`src/rtl/assert_macros.svh`:
```
// ----------------------------------------------------------------------------
// assert_macros.svh
// assertion helpers used by multi_queue_fifo_top
// ----------------------------------------------------------------------------
`ifndef ASSERT_MACROS_SVH
`define ASSERT_MACROS_SVH

// same-cycle implication, quiet during reset
`define ASSERT_IMPLIES(label, clk, rst_n, ante, cons) \
    label: assert property (@(posedge clk) disable iff (!rst_n) (ante) |-> (cons)) \
        else $error("implication check failed");

// next-cycle implication, quiet during reset
`define ASSERT_NEXT(label, clk, rst_n, ante, cons) \
    label: assert property (@(posedge clk) disable iff (!rst_n) (ante) |=> (cons)) \
        else $error("next-cycle check failed");

`endif

```
`src/rtl/mqf_pkg.sv`:
```
// ----------------------------------------------------------------------------
// mqf_pkg
// shared constants and types of the multi queue fifo
// ----------------------------------------------------------------------------
package mqf_pkg;

    localparam int NUM_QUEUES_DEF   = 8;
    localparam int QUEUE_DEPTH_DEF  = 64;
    localparam int HANDLE_WIDTH_DEF = 32;

    localparam int ITEM_W = 32;
    localparam int QID_W  = 3;

    localparam logic REQ_PUSH = 1'b0;
    localparam logic REQ_POP  = 1'b1;

    // decision taken in the lookup cycle
    typedef struct packed {
        logic do_write;
        logic do_read;
        logic dropped;
    } mqf_op_t;

endpackage

```
`src/rtl/mqf_ptr_table.sv`:
```
// ----------------------------------------------------------------------------
// mqf_ptr_table
// per-queue head and count memory with read-modify-write
// ----------------------------------------------------------------------------
module mqf_ptr_table #(
    parameter int NUM_QUEUES  = mqf_pkg::NUM_QUEUES_DEF,
    parameter int QUEUE_DEPTH = mqf_pkg::QUEUE_DEPTH_DEF,
    parameter int QIW         = (NUM_QUEUES > 1) ? $clog2(NUM_QUEUES) : 1,
    parameter int AW          = $clog2(NUM_QUEUES * QUEUE_DEPTH)
) (
    input  logic            clk,
    input  logic            rst_n,
    input  logic            rd_en,
    input  logic [QIW-1:0]  rd_qidx,
    input  logic            rd_pop,
    input  logic            rd_in_range,
    output mqf_pkg::mqf_op_t op,
    output logic [AW-1:0]   slot_addr
);
    import mqf_pkg::*;

    localparam int HW = $clog2(QUEUE_DEPTH);
    localparam int CW = $clog2(QUEUE_DEPTH + 1);

    logic [HW+CW-1:0]     ptr_mem [NUM_QUEUES];
    logic [HW+CW-1:0]     ptr_rd_reg;
    logic [NUM_QUEUES-1:0] init_reg;
    logic                 init_rd_reg;
    logic                 stage_reg;
    logic [QIW-1:0]       qidx_reg;
    logic                 pop_reg;
    logic                 range_reg;

    logic [HW-1:0] cur_head;
    logic [CW-1:0] cur_cnt;
    logic          full;
    logic          empty;
    logic [HW:0]   tail_sum;
    logic [HW:0]   tail_wrap;
    logic [HW:0]   head_inc;
    logic [HW-1:0] head_new;
    logic [CW-1:0] cnt_new;
    logic [HW-1:0] slot_pos;
    logic          wr_en;

    // memory read port, registered
    always_ff @(posedge clk)
    begin
        if (rd_en)
        begin
            ptr_rd_reg <= ptr_mem[rd_qidx];
        end
        if (wr_en)
        begin
            ptr_mem[qidx_reg] <= {head_new, cnt_new};
        end
    end

    always_ff @(posedge clk or negedge rst_n)
    begin
        if (!rst_n)
        begin
            init_reg    <= '0;
            init_rd_reg <= 1'b0;
            stage_reg   <= 1'b0;
            qidx_reg    <= '0;
            pop_reg     <= 1'b0;
            range_reg   <= 1'b0;
        end
        else
        begin
            stage_reg <= rd_en;
            if (rd_en)
            begin
                init_rd_reg <= init_reg[rd_qidx];
                qidx_reg    <= rd_qidx;
                pop_reg     <= rd_pop;
                range_reg   <= rd_in_range;
            end
            if (wr_en)
            begin
                init_reg[qidx_reg] <= 1'b1;
            end
        end
    end

    // an entry never written reads as empty queue, head zero
    assign cur_head = init_rd_reg ? ptr_rd_reg[HW+CW-1:CW] : '0;
    assign cur_cnt  = init_rd_reg ? ptr_rd_reg[CW-1:0] : '0;

    assign full  = (cur_cnt == CW'(QUEUE_DEPTH));
    assign empty = (cur_cnt == '0);

    // tail slot, wrapped within the queue
    assign tail_sum  = {1'b0, cur_head} + (HW+1)'(cur_cnt);
    assign tail_wrap = (tail_sum >= (HW+1)'(QUEUE_DEPTH)) ?
                       (tail_sum - (HW+1)'(QUEUE_DEPTH)) : tail_sum;
    assign head_inc  = {1'b0, cur_head} + (HW+1)'(1);

    always_comb
    begin
        op       = '0;
        head_new = cur_head;
        cnt_new  = cur_cnt;
        slot_pos = cur_head;
        if (stage_reg)
        begin
            if (!range_reg)
            begin
                op.dropped = (pop_reg == REQ_PUSH);
            end
            else if (pop_reg == REQ_PUSH)
            begin
                slot_pos = tail_wrap[HW-1:0];
                if (full)
                begin
                    op.dropped = 1'b1;
                end
                else
                begin
                    op.do_write = 1'b1;
                    cnt_new     = cur_cnt + CW'(1);
                end
            end
            else if (!empty)
            begin
                op.do_read = 1'b1;
                cnt_new    = cur_cnt - CW'(1);
                head_new   = (head_inc == (HW+1)'(QUEUE_DEPTH)) ? '0 : head_inc[HW-1:0];
            end
        end
    end

    assign wr_en     = op.do_write || op.do_read;
    assign slot_addr = AW'(qidx_reg) * AW'(QUEUE_DEPTH) + AW'(slot_pos);

endmodule
```
`config.mk`:
```
export PLATFORM = sky130hd
export DESIGN_NAME = mqf_ptr_table
export DESIGN_NICKNAME = d
export VERILOG_FILES = /design/src/rtl/assert_macros.svh /design/src/rtl/mqf_pkg.sv /design/src/rtl/mqf_ptr_table.sv
export SDC_FILE = /design/constraint.sdc
export NUM_CORES = 1
export LEC_CHECK = 0
export ABC_AREA = 0
export BUFFER_PORTS_ARGS = -buffer_cell sky130_fd_sc_hd__buf_2
export CELL_PAD_IN_SITES_DETAIL_PLACEMENT = 0
export CELL_PAD_IN_SITES_GLOBAL_PLACEMENT = 2
export CORE_AREA = 2 2 102 203
export DETAILED_ROUTE_END_ITERATION = 8
export DIE_AREA = 0 0 104 205
export GPL_ROUTABILITY_DRIVEN = 0
export PLACE_DENSITY = 0.53
export SETUP_SLACK_MARGIN = 0.3
export SLEW_MARGIN = 20
export SYNTH_ARGS = -nofsm -noshare
export SYNTH_HDL_FRONTEND = slang
export SYNTH_SLANG_ARGS = --single-unit
export TNS_END_PERCENT = 1
```
`constraint.sdc`:
```
create_clock -name clk -period 4.3 [get_ports clk]
set_input_delay 0.645 -clock clk [delete_from_list [all_inputs] [get_ports clk]]
set_output_delay 0.645 -clock clk [all_outputs]
set_load 0.02 [all_outputs]
```
[Word level (Yosys, flattened, before mapping)]
Memories as Yosys holds them, arrays and structs flattened. A register that Yosys moved wholly into a read port is not among the register bits.
Index checks and enable logic that the tools add are counted.
Operators by class
  bitwise gates (word level): 2
  multiplexer cells: 31
  $lt $le $gt $ge: 4
  add/sub/neg operators: 6
  equal/unequal tests: 2
  reduce and logical (&&, ||, !) cells: 3
Operators by type and width (count)
  6-bit 2-to-1 mux: 10
  7-bit 2-to-1 mux: 6
  7-bit equality test, second input constant: 2
  1-bit 2-to-1 mux: 11
  9-bit by 6-bit adder with 9-bit output: 1
  3-bit by 4-bit less-than comparator with 1-bit output, second input constant: 2
  8-bit bitwise OR: 1
  6-bit by 1-bit adder with 7-bit output, second input constant: 1
  6-bit by 7-bit adder with 7-bit output: 1
  7-bit by 1-bit adder with 7-bit output, second input constant: 1
  7-bit >= comparator, second input constant: 1
  7-bit zero test: 1
  7-bit by 1-bit subtractor with 7-bit output, second input constant: 1
  6-bit by 1-bit subtractor with 6-bit output, second input constant: 1
  1-bit binary-select mux with 3-bit select: 1
  1-bit demux with 3-bit select: 1
  3-bit by 1-bit >= comparator with 1-bit output, second input constant: 1
  3-bit 2-to-1 mux: 1
  2-bit 2-to-1 mux: 1
  1-bit logical AND: 1
  1-bit logical OR: 1
  1-bit inverter: 1
Storage, ports and cells
  register bits after elaboration: 15
  logic and storage cells: 55
  memory bits (writable): 104
  memories kept: 1
Memories
  ptr_mem: words 8, bits a word 13, read ports 1, clocked after memory_dff 1, write ports 1, line mqf_ptr_table.sv:25  | logic [HW+CW-1:0] ptr_mem [NUM_QUEUES];

[Depth between registers and ports, before layout]
  depth in word-level cells: 9
  depth in mapped cells: 10

[Least setup slack after synthesis]
No wires, ideal clock.
  kind: register to register
  start: register init_rd_reg
  end: memory ptr_mem[1][0] (netlist name) (enable)
  clock period less this slack: 3308 ps
  required time: 3900 ps
  setup time: 400 ps
  cell stages (with the launch flop): 11
  arrival time: 2909 ps
  path slack: 992 ps
  cell sequence: dfrtp_1 buf_4 clkbuf_1 nand2_1 ha_1 inv_1 nor4_1 a311o_2 or2_1 buf_6 nor3_1
On the way
  longest elaborated chain between the ends: 9
  elaborated cells between the ends (all ways): 12
RTL lines
  from (decl): line mqf_ptr_table.sv:28  | logic init_rd_reg;
  from (signal assigned): line mqf_ptr_table.sv:75  | init_rd_reg <= init_reg[rd_qidx];
  7-bit 2-to-1 mux *: line mqf_ptr_table.sv:89  | assign cur_cnt = init_rd_reg ? ptr_rd_reg[CW-1:0] : '0;
  7-bit equality test or 7-bit zero test (tied branches): line mqf_ptr_table.sv:91, mqf_ptr_table.sv:92
  1-bit 2-to-1 mux, on equally long branches: line mqf_ptr_table.sv:115, mqf_ptr_table.sv:125
  1-bit 2-to-1 mux: line mqf_ptr_table.sv:112  | else if (pop_reg == REQ_PUSH)
  2-bit 2-to-1 mux *: line mqf_ptr_table.sv:108  | if (!range_reg)
  3-bit 2-to-1 mux *: line mqf_ptr_table.sv:106  | if (stage_reg)
  1-bit logical OR *: line mqf_ptr_table.sv:134  | assign wr_en = op.do_write || op.do_read;
  1-bit 2-to-1 mux *: line mqf_ptr_table.sv:53  | if (wr_en)
  1-bit 2-to-1 mux (implied by the code) *: line mqf_ptr_table.sv:55  | ptr_mem[qidx_reg] <= {head_new, cnt_new};
  to (decl): line mqf_ptr_table.sv:25
Every way passes the cells marked *; elsewhere a longest branch is shown, timed or not.

[Final worst setup path]
  start: register init_rd_reg
  end: output port slot_addr[3]
On the way
  longest elaborated chain between the ends: 8
  elaborated cells between the ends (all ways): 10
RTL lines
  6-bit 2-to-1 mux or 7-bit 2-to-1 mux (tied branches): line mqf_ptr_table.sv:88, mqf_ptr_table.sv:89
  6-bit by 7-bit adder with 7-bit output: line mqf_ptr_table.sv:95  | assign tail_sum = {1'b0, cur_head} + (HW+1)'(cur_cnt);
  6-bit by 1-bit subtractor with 6-bit output or 7-bit >= comparator (tied branches): line mqf_ptr_table.sv:97, mqf_ptr_table.sv:96
  6-bit 2-to-1 mux: line mqf_ptr_table.sv:96  | assign tail_wrap = (tail_sum >= (HW+1)'(QUEUE_DEPTH)) ?
  6-bit 2-to-1 mux: line mqf_ptr_table.sv:112
  6-bit 2-to-1 mux: line mqf_ptr_table.sv:108
  6-bit 2-to-1 mux *: line mqf_ptr_table.sv:106
  9-bit by 6-bit adder with 9-bit output *: line mqf_ptr_table.sv:135  | assign slot_addr = AW'(qidx_reg) * AW'(QUEUE_DEPTH) + AW'(slot_pos);
  to (decl): line mqf_ptr_table.sv:18  | output logic [AW-1:0] slot_addr
Marks and branches as above.

==> impl_metrics.json <==
{
  "status": "complete, no violations",
  "global_route.overflow_total": 0,
  "detailedPlace.worstSlack_ns": 1.03,
  "path_class": "flop to output pin",
  "drt_first_pass_iters": 4,
  "io_buffer_count": 19,
  "cts_tree": "yes",
  "top_level_ports": 20,
  "worst_r2r_endpoint": "ptr_mem[1][11]",
  "setup.worst_path.end_class": "output pin",
  "fp-row-count": 73,
  "totalPowerFinal_w": 0.00359,
  "timing.final.crit_share_pct": 86.0,
  "p_leak_nw": 2.40,
  "final-setup-viol-count": 0,
  "synth.area.top_cells": "sky130_fd_sc_hd__edfxtp_1, sky130_fd_sc_hd__mux4_2, sky130_fd_sc_hd__dfrtp_1",
  "hpwlAfterDp_um": 9380,
  "main_synth_ff_type": "sky130_fd_sc_hd__edfxtp_1",
  "post_syn_nets": 379,
  "worst_skew_pair.late_latency_ns": 0.41,
  "critical_path_arrival_ns": 3.05,
  "path_delay_family": "compound AO/OA/AOI/OAI gates",
  "fp.dieArea_sq_um": 21300,
  "worstMarginPinSlew_ns": 1.03,
  "synth-async-reset-ratio_pct": 11.4,
  "finalMaxSlewViolations": 0,
  "max_stage_delay_ns": 0.66,
  "crit_path_top_delay_cell": "sky130_fd_sc_hd__dfrtp_1",
  "max_cap_viol_count": 0,
  "cp-start-kind": "flop",
  "vias_per_cell": 4.85,
  "grt_start_max_net_pins": 30,
  "yosys_warnings": 0,
  "pwr_dens_nw_per_um2": 521,
  "die_height_um": 205,
  "setup_repair_after_global_routing_missed_its_margin": "false",
  "synth_cell_types": 55,
  "timing.slew.headroom_pct": 31.6,
  "number_of_cells_produced_by_synthesis": 364,
  "synth_area_leader_cell": "sky130_fd_sc_hd__edfxtp_1",
  "layout_min_cycle_time_ns": 3.70,
  "floorplan.die.width_um": 104,
  "critical_path_fanouts_max": 14,
  "track_usage_pct": 13.8,
  "tritoncts.num_buffers": 17,
  "timing.critical_path.mode_cell": "sky130_fd_sc_hd__a21o_1",
  "clkSinkCount": 132,
  "holdBufCountCts": 0,
  "hold_viol": 0,
  "post-route-drc-count": 0,
  "initial_utilization_pct": 29.8,
  "post_cts_setup_repair_buffer_count": 0,
  "core_area_sq_um": 19700,
  "first_global_vias": 3450,
  "reg2reg_depth": 8,
  "clock_tree.htree_level_count": 4,
  "final_layout_size_suffix_gt1_share_pct": 27.8,
  "worstHoldPathType": "primary input to asynchronous set/reset pin",
  "drt_first_iter_violations": 113,
  "grt_antenna_before_repair": 0,
  "yosysTopAreaCellShare_pct": 59.8,
  "critical_path.cell_chain": "buf_4 -> nand2_1 -> inv_1 -> ha_1 -> a21o_1 -> a21oi_1 -> mux2_2 -> o22ai_1 -> a21o_1 -> buf_2",
  "r2r_start": "init_rd_reg",
  "worst_clock_skew_ns": 0.00888,
  "syn2layout_area_growth_pct": 17.3,
  "worst_r2r_setup_slack_ns": 1.30,
  "routed-via-count": 3243,
  "largest_register_ff_count": 104,
  "postRouteWirelength_um": 14100,
  "cts.path.max_buffers": 2,
  "routed_wire_length_per_instance_um": 21.0,
  "diodes": 0,
  "worstPathBufferInverterCount": 3,
  "grt_first_pass_wirelength_um": 21000,
  "synth-edff-count": 117,
  "setup_total_negative_slack_ns": 0,
  "fmaxAchievable_ghz": 0.271,
  "clk_transition_reported_paths_ns": 0.05,
  "cts_repair_resize_count": 0,
  "crit_path_setup_slack_layout_ns": 0.604,
  "irDropWorstVdd_uv": 280,
  "clock_tree.root_cell": "sky130_fd_sc_hd__clkbuf_16",
  "ys_ff_latch": 132,
  "post_syn_area_per_cell_sq_um": 16.1,
  "ant_nets": 0,
  "synth.yosys.seq_area_share_pct": 66.2,
  "critical_path_required_ns": 3.65,
  "design.final.nets": 409,
  "mappedNetlistArea_sq_um": 5880
}
==> cell families (layout without fill, tap and decap cells) <==
family                   count (synthesis)  in the layout  share of synthesized area, %
flip-flops                             132            132                          66.2
AO/OA/AOI/OAI                           53             53                          6.58
adder cells (fa/ha/maj)                  8              8                          1.79
buffers and inverters                   32             75                          2.49
AND/OR/NAND/NOR                         81             81                          6.92
XOR/XNOR                                 8              8                          1.19
multiplexers                            50             50                          14.9
==> area by class of cell <==
| class | count | area, sq um |
|---|---|---|
| clock buffers | 27 | 523 |
| inverters | 12 | 45.0 |
| fillers | 1927 | 12800 |
| flip-flops and latches | 132 | 3890 |
| repair buffers | 31 | 185 |
| multi-input cells | 200 | 1850 |
| well taps | 262 | 328 |
| clock inverters | 5 | 73.8 |
==> cells in the final DEF (no fill, tap or decap), types with 3 or more instances in the layout <==
master,synthesis,final
sky130_fd_sc_hd__nor4_1,5,5
sky130_fd_sc_hd__mux2i_1,4,4
sky130_fd_sc_hd__ha_1,6,6
sky130_fd_sc_hd__buf_4,1,12
sky130_fd_sc_hd__mux2_2,18,18
sky130_fd_sc_hd__dfrtp_1,15,15
sky130_fd_sc_hd__nand2_1,28,28
sky130_fd_sc_hd__clkbuf_1,10,4
sky130_fd_sc_hd__xnor2_1,7,7
sky130_fd_sc_hd__a21o_1,5,5
sky130_fd_sc_hd__o21ai_0,10,10
sky130_fd_sc_hd__clkbuf_16,0,17
sky130_fd_sc_hd__nand4_1,5,5
sky130_fd_sc_hd__inv_1,12,12
sky130_fd_sc_hd__mux4_2,28,28
sky130_fd_sc_hd__buf_2,5,19
sky130_fd_sc_hd__nand3_1,4,4
sky130_fd_sc_hd__a21oi_1,10,10
sky130_fd_sc_hd__nand2b_1,6,6
sky130_fd_sc_hd__and2_1,3,3
sky130_fd_sc_hd__clkbuf_8,0,6
sky130_fd_sc_hd__nor2_1,16,16
sky130_fd_sc_hd__edfxtp_1,117,117
sky130_fd_sc_hd__o21bai_1,6,6
==> cell usage after synthesis (all sizes together) (3+ instances only) <==
library cell / n
inv: 12
edfxtp: 117
nand3: 4
a21o: 5
nor3: 5
nand4: 5
nor2: 16
o21ai: 11
o31ai: 3
buf: 9
xnor2: 7
mux2i: 4
nor4: 5
mux4: 28
dfrtp: 15
ha: 6
nand2: 28
clkbuf: 11
mux2: 18
o21bai: 6
nand2b: 6
and2: 3
a21oi: 10
==> stage by stage <==
| stage | std cells | instance area [sq um] | util (%) | hold slack, ns |
|---|---|---|---|---|
| 2_1_floorplan | 364 | 5880 | - | 0.349 |
| 3_3_place_gp | 637 | 6300 | 31.9 | 0.446 |
| 3_5_place_dp | 637 | 6300 | 31.9 | 0.461 |
| 4_1_cts | 669 | 6900 | 35.0 | 0.153 |
| 5_1_grt | 669 | 6900 | 35.0 | 0.176 |
| 6_report | 669 | 6900 | 35.0 | 0.154 |
==> layer usage <==
layer	vias up	global-route usage (%)	part of all wire [%]
li1	1499	-	-
met1	1689	13.5	37
met2	41	27.9	59
met3	14	2.23	1.6
met4	0	5.74	2.0
met5	-	0	0
==> how the worst max path moves through the flow <==
stage                      startpoint            end  slack [ns]  depth (start not counted)
after global routing      init_rd_reg   slot_addr[3]        0.38                         10
after CTS                 init_rd_reg   slot_addr[3]        0.58                         10
after global placement    init_rd_reg   slot_addr[3]        1.04                         10
final                     init_rd_reg   slot_addr[3]        0.60                         10
after detailed placement  init_rd_reg   slot_addr[3]        1.03                         10
after floorplan           init_rd_reg  ptr_mem[1][0]        0.99                         10
==> power by group <==
group | internal, W | switching [W] | total (W)
registers | 0.00154 | 0.0000638 | 0.00161
clock network | 0.000943 | 0.000497 | 0.00144
logic | 0.000202 | 0.000344 | 0.000546
(Power assumes the default switching activity.)
